[src/rtl/core/ppu_pkg.sv]
// ----------------------------------------------------------------------------
// ppu_pkg
// shared constants, types and the palette for the palette pixel upscaler
// ----------------------------------------------------------------------------
package ppu_pkg;

    // frame geometry
    localparam int SRC_WIDTH    = 320;
    localparam int SRC_HEIGHT   = 200;
    localparam int PANEL_WIDTH  = 640;
    localparam int PANEL_HEIGHT = 480;
    localparam int MAX_SCALE    = 8;

    // field widths
    localparam int COORD_W  = 11;
    localparam int PIX_W    = 10;
    localparam int COLOR_W  = 8;
    localparam int SCALE_W  = 4;
    localparam int OFFS_W   = 10;
    localparam int ADDR_W   = 20;
    localparam int RGB_W    = 16;
    localparam int SIDX_W   = 16;
    localparam int SUB_W    = 3;
    localparam int POS_W    = 14;
    localparam int CFG_IDX_W  = 2;
    localparam int CFG_DATA_W = 10;

    // configuration register indexes
    localparam logic [CFG_IDX_W-1:0] CFG_SCALE    = 2'd0;
    localparam logic [CFG_IDX_W-1:0] CFG_OFFSET_X = 2'd1;
    localparam logic [CFG_IDX_W-1:0] CFG_OFFSET_Y = 2'd2;

    // register reset values
    localparam logic [SCALE_W-1:0] SCALE_RST    = 4'd2;
    localparam logic [OFFS_W-1:0]  OFFSET_X_RST = 10'd0;
    localparam logic [OFFS_W-1:0]  OFFSET_Y_RST = 10'd40;

    // controller to datapath commands
    typedef struct packed {
        logic load;   // capture the accepted pixel
        logic mul;    // scaled position and back buffer index
        logic base;   // panel origin and clipped run size
        logic addr;   // first panel address of the run
        logic emit;   // present the next beat on the output
    } t_ppu_cmd;

    // datapath to controller status
    typedef struct packed {
        logic in_range;   // incoming pixel lies inside the source frame
        logic run_empty;  // whole run lands off the panel
        logic out_free;   // output register can take a beat
        logic emit_last;  // current run position is the last one
    } t_ppu_status;

    // 16 entry BGR565 palette
    function automatic logic [RGB_W-1:0] palette_lookup(input logic [3:0] nib);
        logic [RGB_W-1:0] c;
        case (nib)
            4'h0:    c = 16'h0000;
            4'h1:    c = 16'hA800;
            4'h2:    c = 16'h02A0;
            4'h3:    c = 16'hAAA0;
            4'h4:    c = 16'h0015;
            4'h5:    c = 16'hA815;
            4'h6:    c = 16'h0554;
            4'h7:    c = 16'hBDD7;
            4'h8:    c = 16'h8410;
            4'h9:    c = 16'hAC10;
            4'hA:    c = 16'h06B0;
            4'hB:    c = 16'hAEB0;
            4'hC:    c = 16'h001F;
            4'hD:    c = 16'hA81F;
            4'hE:    c = 16'h055E;
            default: c = 16'hFFFF;
        endcase
        return c;
    endfunction

endpackage

[src/rtl/core/ppu_ctrl.sv]
// ----------------------------------------------------------------------------
// ppu_ctrl
// sequencer: accept, three setup steps, then one panel beat per free slot
// ----------------------------------------------------------------------------
module ppu_ctrl (
    input  logic                 i_clk,
    input  logic                 i_rst_n,
    input  logic                 i_valid,
    output logic                 o_stall,
    input  ppu_pkg::t_ppu_status i_status,
    output ppu_pkg::t_ppu_cmd    o_cmd
);

    localparam logic [2:0] S_IDLE = 3'd0;
    localparam logic [2:0] S_MUL  = 3'd1;
    localparam logic [2:0] S_BASE = 3'd2;
    localparam logic [2:0] S_ADDR = 3'd3;
    localparam logic [2:0] S_RUN  = 3'd4;

    logic [2:0] r_state;
    logic [2:0] n_state;
    logic       accept;

    assign o_stall = (r_state != S_IDLE);
    assign accept  = i_valid && (r_state == S_IDLE);

    // next state and commands
    always_comb begin
        n_state = r_state;
        o_cmd   = '0;
        unique case (r_state)
            S_IDLE: begin
                o_cmd.load = accept;
                if (accept && i_status.in_range) begin
                    n_state = S_MUL;
                end
            end
            S_MUL: begin
                o_cmd.mul = 1'b1;
                n_state   = S_BASE;
            end
            S_BASE: begin
                o_cmd.base = 1'b1;
                n_state    = i_status.run_empty ? S_IDLE : S_ADDR;
            end
            S_ADDR: begin
                o_cmd.addr = 1'b1;
                n_state    = S_RUN;
            end
            S_RUN: begin
                o_cmd.emit = i_status.out_free;
                if (i_status.out_free && i_status.emit_last) begin
                    n_state = S_IDLE;
                end
            end
            default: begin
                n_state = S_IDLE;
            end
        endcase
    end

    // state register
    always_ff @(posedge i_clk) begin
        if (!i_rst_n) begin
            r_state <= S_IDLE;
        end else begin
            r_state <= n_state;
        end
    end

endmodule

[src/rtl/core/ppu_dp.sv]
// ----------------------------------------------------------------------------
// ppu_dp
// datapath: config registers, scaling arithmetic, run counters, output beat
// ----------------------------------------------------------------------------
module ppu_dp (
    input  logic                                i_clk,
    input  logic                                i_rst_n,
    input  logic                                i_cfg_we,
    input  logic [ppu_pkg::CFG_IDX_W-1:0]       i_cfg_index,
    input  logic [ppu_pkg::CFG_DATA_W-1:0]      i_cfg_data,
    input  logic signed [ppu_pkg::COORD_W-1:0]  i_pixel_x,
    input  logic signed [ppu_pkg::COORD_W-1:0]  i_pixel_y,
    input  logic [ppu_pkg::COLOR_W-1:0]         i_color_index,
    input  logic                                i_stall,
    input  ppu_pkg::t_ppu_cmd                   i_cmd,
    output ppu_pkg::t_ppu_status                o_status,
    output logic                                o_valid,
    output logic [ppu_pkg::ADDR_W-1:0]          o_panel_address,
    output logic [ppu_pkg::RGB_W-1:0]           o_panel_color,
    output logic                                o_run_last,
    output logic                                o_shadow_write,
    output logic [ppu_pkg::SIDX_W-1:0]          o_shadow_index,
    output logic [ppu_pkg::COLOR_W-1:0]         o_shadow_color
);

    // configuration
    logic [ppu_pkg::SCALE_W-1:0] r_cfg_scale;
    logic [ppu_pkg::OFFS_W-1:0]  r_offset_x;
    logic [ppu_pkg::OFFS_W-1:0]  r_offset_y;

    // captured pixel
    logic [ppu_pkg::PIX_W-1:0]   r_px;
    logic [ppu_pkg::PIX_W-1:0]   r_py;
    logic [ppu_pkg::COLOR_W-1:0] r_cbyte;
    logic [ppu_pkg::SCALE_W-1:0] r_scale;
    logic [ppu_pkg::RGB_W-1:0]   r_run_color;

    // setup results
    logic [ppu_pkg::POS_W-1:0]   r_px_s;
    logic [ppu_pkg::POS_W-1:0]   r_py_s;
    logic [ppu_pkg::SIDX_W-1:0]  r_sidx;
    logic [ppu_pkg::OFFS_W-1:0]  r_col0;
    logic [ppu_pkg::OFFS_W-1:0]  r_row0;
    logic [ppu_pkg::SUB_W-1:0]   r_last_col;
    logic [ppu_pkg::SUB_W-1:0]   r_last_row;

    // run state
    logic [ppu_pkg::ADDR_W-1:0]  r_row_addr;
    logic [ppu_pkg::ADDR_W-1:0]  r_addr;
    logic [ppu_pkg::SUB_W-1:0]   r_sub_col;
    logic [ppu_pkg::SUB_W-1:0]   r_sub_row;
    logic                        r_first;
    logic                        r_out_valid;

    logic [ppu_pkg::SCALE_W-1:0] scale_clamped;
    logic                        x_ok;
    logic                        y_ok;
    logic [ppu_pkg::POS_W-1:0]   col_base;
    logic [ppu_pkg::POS_W-1:0]   row_base;
    logic                        col_ok;
    logic                        row_ok;
    logic [ppu_pkg::POS_W:0]     col_rem;
    logic [ppu_pkg::POS_W:0]     row_rem;
    logic [ppu_pkg::SCALE_W-1:0] n_cols;
    logic [ppu_pkg::SCALE_W-1:0] n_rows;
    logic [ppu_pkg::PIX_W+10:0]  sidx_full;
    logic [ppu_pkg::ADDR_W-1:0]  addr0;
    logic                        at_last_col;

    // config writes, unknown indexes ignored
    always_ff @(posedge i_clk) begin
        if (!i_rst_n) begin
            r_cfg_scale <= ppu_pkg::SCALE_RST;
            r_offset_x  <= ppu_pkg::OFFSET_X_RST;
            r_offset_y  <= ppu_pkg::OFFSET_Y_RST;
        end else if (i_cfg_we) begin
            unique case (i_cfg_index)
                ppu_pkg::CFG_SCALE:    r_cfg_scale <= i_cfg_data[ppu_pkg::SCALE_W-1:0];
                ppu_pkg::CFG_OFFSET_X: r_offset_x  <= i_cfg_data[ppu_pkg::OFFS_W-1:0];
                ppu_pkg::CFG_OFFSET_Y: r_offset_y  <= i_cfg_data[ppu_pkg::OFFS_W-1:0];
                default: ;
            endcase
        end
    end

    // scale saturated to 1..MAX_SCALE
    always_comb begin
        if (r_cfg_scale == '0) begin
            scale_clamped = ppu_pkg::SCALE_W'(1);
        end else if (r_cfg_scale > ppu_pkg::SCALE_W'(ppu_pkg::MAX_SCALE)) begin
            scale_clamped = ppu_pkg::SCALE_W'(ppu_pkg::MAX_SCALE);
        end else begin
            scale_clamped = r_cfg_scale;
        end
    end

    // source frame check on the incoming pixel
    assign x_ok = !i_pixel_x[ppu_pkg::COORD_W-1] &&
                  ($unsigned(i_pixel_x) < ppu_pkg::COORD_W'(ppu_pkg::SRC_WIDTH));
    assign y_ok = !i_pixel_y[ppu_pkg::COORD_W-1] &&
                  ($unsigned(i_pixel_y) < ppu_pkg::COORD_W'(ppu_pkg::SRC_HEIGHT));

    // capture stage
    always_ff @(posedge i_clk) begin
        if (i_cmd.load) begin
            r_px        <= i_pixel_x[ppu_pkg::PIX_W-1:0];
            r_py        <= i_pixel_y[ppu_pkg::PIX_W-1:0];
            r_cbyte     <= i_color_index;
            r_scale     <= scale_clamped;
            r_run_color <= ppu_pkg::palette_lookup(i_color_index[3:0]);
        end
    end

    // scaled position and back buffer index
    assign sidx_full = (ppu_pkg::PIX_W+11)'(r_py) * (ppu_pkg::PIX_W+11)'(ppu_pkg::SRC_WIDTH)
                     + (ppu_pkg::PIX_W+11)'(r_px);

    always_ff @(posedge i_clk) begin
        if (i_cmd.mul) begin
            r_px_s <= ppu_pkg::POS_W'(r_px) * ppu_pkg::POS_W'(r_scale);
            r_py_s <= ppu_pkg::POS_W'(r_py) * ppu_pkg::POS_W'(r_scale);
            r_sidx <= sidx_full[ppu_pkg::SIDX_W-1:0];
        end
    end

    // panel origin and clipped run extent
    assign col_base = ppu_pkg::POS_W'(r_offset_x) + r_px_s;
    assign row_base = ppu_pkg::POS_W'(r_offset_y) + r_py_s;
    assign col_ok   = col_base < ppu_pkg::POS_W'(ppu_pkg::PANEL_WIDTH);
    assign row_ok   = row_base < ppu_pkg::POS_W'(ppu_pkg::PANEL_HEIGHT);
    assign col_rem  = (ppu_pkg::POS_W+1)'(ppu_pkg::PANEL_WIDTH)  - {1'b0, col_base};
    assign row_rem  = (ppu_pkg::POS_W+1)'(ppu_pkg::PANEL_HEIGHT) - {1'b0, row_base};
    assign n_cols   = (col_rem < (ppu_pkg::POS_W+1)'(r_scale)) ?
                      col_rem[ppu_pkg::SCALE_W-1:0] : r_scale;
    assign n_rows   = (row_rem < (ppu_pkg::POS_W+1)'(r_scale)) ?
                      row_rem[ppu_pkg::SCALE_W-1:0] : r_scale;

    always_ff @(posedge i_clk) begin
        if (i_cmd.base) begin
            r_col0     <= col_base[ppu_pkg::OFFS_W-1:0];
            r_row0     <= row_base[ppu_pkg::OFFS_W-1:0];
            r_last_col <= ppu_pkg::SUB_W'(n_cols - 1'b1);
            r_last_row <= ppu_pkg::SUB_W'(n_rows - 1'b1);
        end
    end

    // first address of the run
    assign addr0 = ppu_pkg::ADDR_W'(r_row0) * ppu_pkg::ADDR_W'(ppu_pkg::PANEL_WIDTH)
                 + ppu_pkg::ADDR_W'(r_col0);

    assign at_last_col = (r_sub_col == r_last_col);

    // run walk, row-major
    always_ff @(posedge i_clk) begin
        if (i_cmd.addr) begin
            r_row_addr <= addr0;
            r_addr     <= addr0;
            r_sub_col  <= '0;
            r_sub_row  <= '0;
            r_first    <= 1'b1;
        end else if (i_cmd.emit) begin
            r_first <= 1'b0;
            if (at_last_col) begin
                r_sub_col  <= '0;
                r_sub_row  <= r_sub_row + 1'b1;
                r_row_addr <= r_row_addr + ppu_pkg::ADDR_W'(ppu_pkg::PANEL_WIDTH);
                r_addr     <= r_row_addr + ppu_pkg::ADDR_W'(ppu_pkg::PANEL_WIDTH);
            end else begin
                r_sub_col <= r_sub_col + 1'b1;
                r_addr    <= r_addr + 1'b1;
            end
        end
    end

    // output beat register
    always_ff @(posedge i_clk) begin
        if (!i_rst_n) begin
            r_out_valid <= 1'b0;
        end else if (i_cmd.emit) begin
            r_out_valid <= 1'b1;
        end else if (!i_stall) begin
            r_out_valid <= 1'b0;
        end
    end

    always_ff @(posedge i_clk) begin
        if (i_cmd.emit) begin
            o_panel_address <= r_addr;
            o_panel_color   <= r_run_color;
            o_run_last      <= o_status.emit_last;
            o_shadow_write  <= r_first;
            o_shadow_index  <= r_sidx;
            o_shadow_color  <= r_cbyte;
        end
    end

    assign o_valid = r_out_valid;

    // status to the controller
    assign o_status.in_range  = x_ok && y_ok;
    assign o_status.run_empty = !(col_ok && row_ok);
    assign o_status.out_free  = !r_out_valid || !i_stall;
    assign o_status.emit_last = at_last_col && (r_sub_row == r_last_row);

endmodule

[src/rtl/core/palette_pixel_upscaler_top.sv]
// ----------------------------------------------------------------------------
// palette_pixel_upscaler_top
// nearest neighbor upscaler: one source pixel becomes a clipped block of
// BGR565 panel writes, the first of which also carries the back buffer write
// ----------------------------------------------------------------------------
// the accepted pixel is captured, then multiplied, clipped and addressed before
//   its first panel beat enters the output register; the run walk then gives
//   one beat per cycle while the output is not stalled, and o_stall holds the
//   input until the last beat of the run is emitted
// pixels outside the source frame skip setup, fully clipped runs end after clip
// reset: synchronous active low; scale 2, offset_x 0, offset_y 40, idle

module palette_pixel_upscaler_top (
    input  logic                                i_clk,
    input  logic                                i_rst_n,
    input  logic                                i_cfg_we,
    input  logic [ppu_pkg::CFG_IDX_W-1:0]       i_cfg_index,
    input  logic [ppu_pkg::CFG_DATA_W-1:0]      i_cfg_data,
    input  logic                                i_valid,
    output logic                                o_stall,
    input  logic signed [ppu_pkg::COORD_W-1:0]  i_pixel_x,
    input  logic signed [ppu_pkg::COORD_W-1:0]  i_pixel_y,
    input  logic [ppu_pkg::COLOR_W-1:0]         i_color_index,
    output logic                                o_valid,
    input  logic                                i_stall,
    output logic [ppu_pkg::ADDR_W-1:0]          o_panel_address,
    output logic [ppu_pkg::RGB_W-1:0]           o_panel_color,
    output logic                                o_run_last,
    output logic                                o_shadow_write,
    output logic [ppu_pkg::SIDX_W-1:0]          o_shadow_index,
    output logic [ppu_pkg::COLOR_W-1:0]         o_shadow_color
);

    ppu_pkg::t_ppu_cmd    cmd;
    ppu_pkg::t_ppu_status status;

    // sequencer
    ppu_ctrl u_ctrl (
        .i_clk    (i_clk),
        .i_rst_n  (i_rst_n),
        .i_valid  (i_valid),
        .o_stall  (o_stall),
        .i_status (status),
        .o_cmd    (cmd)
    );

    // arithmetic and output register
    ppu_dp u_dp (
        .i_clk           (i_clk),
        .i_rst_n         (i_rst_n),
        .i_cfg_we        (i_cfg_we),
        .i_cfg_index     (i_cfg_index),
        .i_cfg_data      (i_cfg_data),
        .i_pixel_x       (i_pixel_x),
        .i_pixel_y       (i_pixel_y),
        .i_color_index   (i_color_index),
        .i_stall         (i_stall),
        .i_cmd           (cmd),
        .o_status        (status),
        .o_valid         (o_valid),
        .o_panel_address (o_panel_address),
        .o_panel_color   (o_panel_color),
        .o_run_last      (o_run_last),
        .o_shadow_write  (o_shadow_write),
        .o_shadow_index  (o_shadow_index),
        .o_shadow_color  (o_shadow_color)
    );

endmodule

[config.mk]
export PLATFORM = sky130hd
export DESIGN_NAME = palette_pixel_upscaler_top
export DESIGN_NICKNAME = d
export VERILOG_FILES = /design/src/rtl/core/ppu_pkg.sv /design/src/rtl/core/ppu_ctrl.sv /design/src/rtl/core/ppu_dp.sv /design/src/rtl/core/palette_pixel_upscaler_top.sv
export SDC_FILE = /design/constraint.sdc
export NUM_CORES = 1
export LEC_CHECK = 0
export BUFFER_PORTS_ARGS = -buffer_cell sky130_fd_sc_hd__buf_2
export CAP_MARGIN = 0
export CORE_UTILIZATION = 60
export CTS_CLUSTER_SIZE = 30
export DETAILED_ROUTE_END_ITERATION = 12
export PLACE_DENSITY = 0.79
export SLEW_MARGIN = 0
export SYNTH_ARGS = -nofsm -noshare
export SYNTH_HDL_FRONTEND = slang
export SYNTH_SLANG_ARGS = --single-unit
export TNS_END_PERCENT = 50
[constraint.sdc]
create_clock -name i_clk -period 4.7 [get_ports i_clk]
set_input_delay 0 -clock i_clk [delete_from_list [all_inputs] [get_ports i_clk]]
set_output_delay 0 -clock i_clk [all_outputs]
set_load 0.01 [all_outputs]
# == Word level (Yosys, flattened, before mapping) ==
# Memory sizes are Yosys's and may differ from the RTL's. A register that Yosys moved wholly into a read port is not among the register bits.
# Index checks and enable logic that the tools add are counted.
# totals
regBits,239
mem_bits_ro,256
in_bits,47
word_cells,110
memories,1
# mem_list
name,words,word_bits,read_ports,rd_clocked_by_memory_dff,wr,line_no,rtl
(no name shown),16,16,1,1,0,ppu_pkg.sv:58,case (nib)
# op_classes
n_addsub,12
mul,4
order_cmp,7
eq_ne,11
muxes,21
reduce_logical,26
# ops
op,n
two-way mux 20 bit,6
< comparator 15 x 4 -> 1 bit,2
adder 10 x 14 -> 14 bit,2
multiplier 10 x 4 -> 14 bit,2
adder 20 x 1 -> 20 bit (second input constant),1
adder 20 x 10 -> 20 bit,1
adder 20 x 10 -> 20 bit (second input constant),1
adder 16 x 10 -> 16 bit,1
two-way mux 3 bit,5
case mux 3 bit (5 select lines),1
subtractor 10 x 14 -> 15 bit (first input constant),1
subtractor 9 x 14 -> 15 bit (first input constant),1
< comparator 14 x 10 -> 1 bit (second input constant),1
< comparator 14 x 9 -> 1 bit (second input constant),1
multiplier 10 x 3 -> 13 bit (second input constant),1
AND reduction 2 bit,6
< comparator 11 x 8 -> 1 bit (second input constant),1
< comparator 11 x 9 -> 1 bit (second input constant),1
multiplier 10 x 3 -> 10 bit (second input constant),1
logical AND 1 bit,8
two-way mux 1 bit,7
adder 3 x 1 -> 3 bit (second input constant),2
== test 3 x 2 -> 1 bit (second input constant),2
== test 3 bit,2
18 further kinds,24

# == Longest topological paths before layout ==
# logic_depth
ltp_word,6
mapped_depth,16
mapped_depth_nobuf,16

# == Hierarchy ==
# A second synthesis with hierarchy kept.
# unflattened
cells_unflattened,1230
area_unflattened_um2,14131.1
# modules_own_cells
mod,n_inst,cells_per_inst,area_per_inst_um2,seq_area_each_um2
ppu_dp,1,1210,13943.4,6946.7
ppu_ctrl,1,20,187.7,60.1

# == Least setup slack after synthesis ==
# OpenSTA, ideal clock, no wires.
# synth_timing
kind,flip-flop to flip-flop
start,register u_ctrl.r_state[0]
end,"register u_dp.r_px_s[0] (netlist name), enable pin"
arrival_ps,3691
t_required_ps,4188
setup_slack_ps,497
stages_incl_launch_ff,2
n_path_buf,0
period_less_slack_ps,4203
cell_sequence,dfxtp_1 > nor3b_1
# synth_between
elab_chain_len,2
# synth_rtl
element,line_no,rtl
start: declaration,ppu_ctrl.sv:20,logic [2:0] r_state;
start signal: assignment,ppu_ctrl.sv:67,r_state <= n_state;
== test 3 x 1 -> 1 bit,ppu_ctrl.sv:31,unique case (r_state)
two-way mux 1 bit,ppu_ctrl.sv:31,
end signal: assignment,ppu_dp.sv:120,r_px_s <= ppu_pkg::POS_W'(r_px) * ppu_pkg::POS_W'(r_scale);
end: declaration,ppu_dp.sv:39,logic [ppu_pkg::POS_W-1:0] r_px_s;
# No other way between the ends.
# A chain may end at the register's enable or synchronous reset.

# == Worst setup path after layout ==
# layout_timing
start,register u_dp.r_scale[1] (netlist name)
end,register u_dp.r_py_s[12] (netlist name) (data pin)
# layout_between
elab_chain_len,1
# layout_rtl
element,line_no,rtl
start: declaration,ppu_dp.sv:35,logic [ppu_pkg::SCALE_W-1:0] r_scale;
start signal: assignment,ppu_dp.sv:109,r_scale <= scale_clamped;
multiplier 10 x 4 -> 14 bit,ppu_dp.sv:121,r_py_s <= ppu_pkg::POS_W'(r_py) * ppu_pkg::POS_W'(r_scale);
end signal: assignment,ppu_dp.sv:121,
end: declaration,ppu_dp.sv:40,logic [ppu_pkg::POS_W-1:0] r_py_s;
# No other way between the ends.

==> results.cfg <==
[floorplanning]
start_util = 0.6152
dieArea_mm2 = 0.02390
pin_count = 111
fp-row-count = 55
core_mm2 = 0.02271
die_w_um = 154.6
die_h_um = 154.6

[worst_setup_path]
arrival_ns = 4.42
crit_fanout = 20
reg2reg_depth = 14
worstSetupEndpointType = register
start_kind = register
r2r-start = u_dp.r_scale[1]
cp.required_ns = 4.98
worstSetupStartpoint = u_dp.r_scale[1]
criticalPathCategory = reg2reg

[cts]
hold_buffers = 46
clockBufferDepth = 3
path_clk_slew_ns = 0.06
cts_setup_buffers = 0
cts_buffers = 26
cts_max_level = 1
cts-root-buf = clkbuf_16
clock_latency_ns = 0.53
cts_tree = built
cts-resized-gates = 0
clock-sinks = 245

[power_and_ir_drop]
intPower_mw = 4.051
max-vdd-ir-drop_uv = 260.1
power_frac_comb = 0.123
p_sw_frac = 0.2292
p_leak_nw = 6.727
power_density_mw_per_mm2 = 324.6
clkPwrFrac = 0.408
power.switching_mw = 1.205
p_seq_frac = 0.468

[synthesis]
netlist_instances = 1213
synth_area_mm2 = 0.01397
synth_ff_type = edfxtp_1
yosysWarningCount = 0
synthArstFlopShare = 0
synth.distinct_cells = 61
synth-seq-cells = 245
syn-num-nets = 1404
synth-edff-count = 210
seq_area_frac_synth = 0.5016
avgSynthCellArea_um2 = 11.52

[finish]
fillers = 1573
design_area_mm2 = 0.01619
drive_gt1_frac = 0.1335
fin_cells = 1678
final_cell_mix = edfxtp_1, buf_2, nand2_1
antenna_cells = 0
nNetsFinal = 1564
syn2layout_area_growth_pct = 15.89
mostFrequentLayoutCell = edfxtp_1
utilization = 0.7129

[route]
firstDrtPassIters = 7
num_vias = 9312
vias_per_cell = 5.549
dr.max_layer_used = met4
drt_wl_total_mm = 26.98
routed-wl-met2_mm = 13.70
drc = 0
wl_met3_mm = 1.209
wire_per_inst_um = 16.08
drtIter0Drc = 389
wl_met1_mm = 11.25
ant_nets = 0

[sta]
rsz0062_at_grt = no
drv_slew = 0
fin_setup_tns_ns = 0
hold_viol_final = 0
period_needed_ns = 4.143
fmax_mhz = 241.4
setup_violations = 0
relSlewSlack = 0.2558
hold_slack_ns = 0.1072
fin_skew_ns = 0.009188
post-route-period-util = 0.8815
worstMarginPinSlew_ns = 1.116

[placed_design]
dp.cells = 1584
hpwl_mm = 19.20
placed_area_mm2 = 0.01481
gp_congestion = 0.8373
io_buffers = 110

[global_route]
antenna_found_initial = 0
grt-ovfl-total = 0
grt_pass1_wl_mm = 44.42
grt_max_degree = 46
first_global_vias = 9304
track_usage = 0.2329

[hold_path]
holdPathStages = 7
hold_path.startpoint = i_pixel_y[10]
holdCritPathClass = in2reg

[run_status]
outcome = completed

[flow_run]
max-cap-violations = 0
[power by group through the flow]
stage / Sequential, mW / Combinational, mW / Clock [mW]
CTS: 2.46 / 0.650 / 2.19
global placement: 2.51 / 0.600 / 0
floorplan: 2.49 / 0.491 / 0
global route: 2.47 / 0.732 / 2.26
detailed placement: 2.51 / 0.616 / 0
finish: 2.46 / 0.648 / 2.15
[layout make-up]
type | instances | area, um^2 | area share
clock buffer | 36 | 739.5 | 0.04568
clock inverter | 12 | 176.4 | 0.01090
inverter | 86 | 322.8 | 0.01994
multi-input combinational | 848 | 6501 | 0.4016
sequential | 245 | 7007 | 0.4328
tap | 285 | 356.6 | 0.02203
timing repair buffer | 166 | 1086 | 0.06708
[routing by layer]
layer  vias to the layer above  global-route usage
met2                       212              0.4197
met5                         -                   0
met1                      4433              0.2842
li1                       4607                   -
met4                         0             0.08345
met3                        60             0.03390
[cells by family (layout without fill, tap and decap cells)]
kind of cell	Yosys count	in the layout	synth area share
buffers and inverters	120	300	0.03386
xor gates and xnor gates	111	111	0.06959
muxes	33	33	0.02374
DFF	245	245	0.5016
AOI/OAI and AO/OA	197	197	0.08912
and+or+nand+nor	363	363	0.1327
adders and majority gates	144	144	0.1494
[critical path, cell delays in order, from the launching register on]
cell	delay (ns)
edfxtp_1	0.81
nand2_1	0.14
fa_1	0.49
fa_1	0.55
inv_1	0.07
fa_1	0.46
a21o_1	0.18
a21oi_1	0.22
o21bai_1	0.09
a21oi_1	0.23
o21bai_1	0.09
a21oi_1	0.22
o21bai_1	0.09
a21oi_1	0.18
xnor2_1	0.08
[cells in the mapped netlist (all sizes together) (4+ instances only)]
library cell | n | area, um^2
fa | 38 | 760.7
mux2i | 32 | 320.3
ha | 106 | 1326
and3 | 8 | 51.30
edfxtp | 210 | 6306
nand4b | 4 | 41.29
nor4 | 6 | 52.55
o21a | 7 | 52.55
a21oi | 71 | 355.3
or2 | 8 | 50.05
nor2b | 35 | 219.0
or3 | 5 | 36.28
a21o | 22 | 166.4
a31oi | 5 | 31.28
nand2 | 108 | 405.4
o211ai | 6 | 45.04
nand4 | 11 | 68.82
o21ai | 43 | 215.2
and2 | 53 | 334.1
a2111oi | 4 | 53.81
buf | 6 | 45.04
nor3b | 7 | 52.55
nand3b | 4 | 30.03
xnor2 | 71 | 621.9
nand3 | 24 | 120.1
dfxtp | 35 | 700.7
nand2b | 8 | 50.05
clkbuf | 28 | 105.1
xor2 | 40 | 350.3
inv | 86 | 322.8
a21boi | 4 | 30.03
o21bai | 16 | 120.1
nor3 | 15 | 75.07
nor2 | 64 | 240.2
[worst paths after layout]
path / slack (ns) / end
setup reg to reg: 0.56 / u_dp.r_py_s[12]
hold reg to reg: 0.42 / u_dp.o_shadow_index[1]
hold / removal: 0.11 / u_ctrl.r_state[0]
setup / recovery: 0.56 / u_dp.r_py_s[12]
[registers in the layout (all words and copies together), names as in the netlist, 11 cells and up]
signal and cells:
u_dp.o_panel_address 20, u_dp.r_addr 20, u_dp.r_row_addr 20, u_dp.o_shadow_index 16
u_dp.r_sidx 16, u_dp.r_px_s 14, u_dp.r_py_s 14, u_dp.o_panel_color 11
u_dp.r_run_color 11
[per-stage QoR]
step | power (mW) | worst slack [ns]
3_5_place_dp | 3.124 | 0.6094
2_1_floorplan | 2.977 | 0.4970
3_3_place_gp | 3.106 | 0.7291
4_1_cts | 5.298 | 0.5844
6_report | 5.256 | 0.5572
5_1_grt | 5.458 | 0.2870
(Power assumes the default switching activity.)
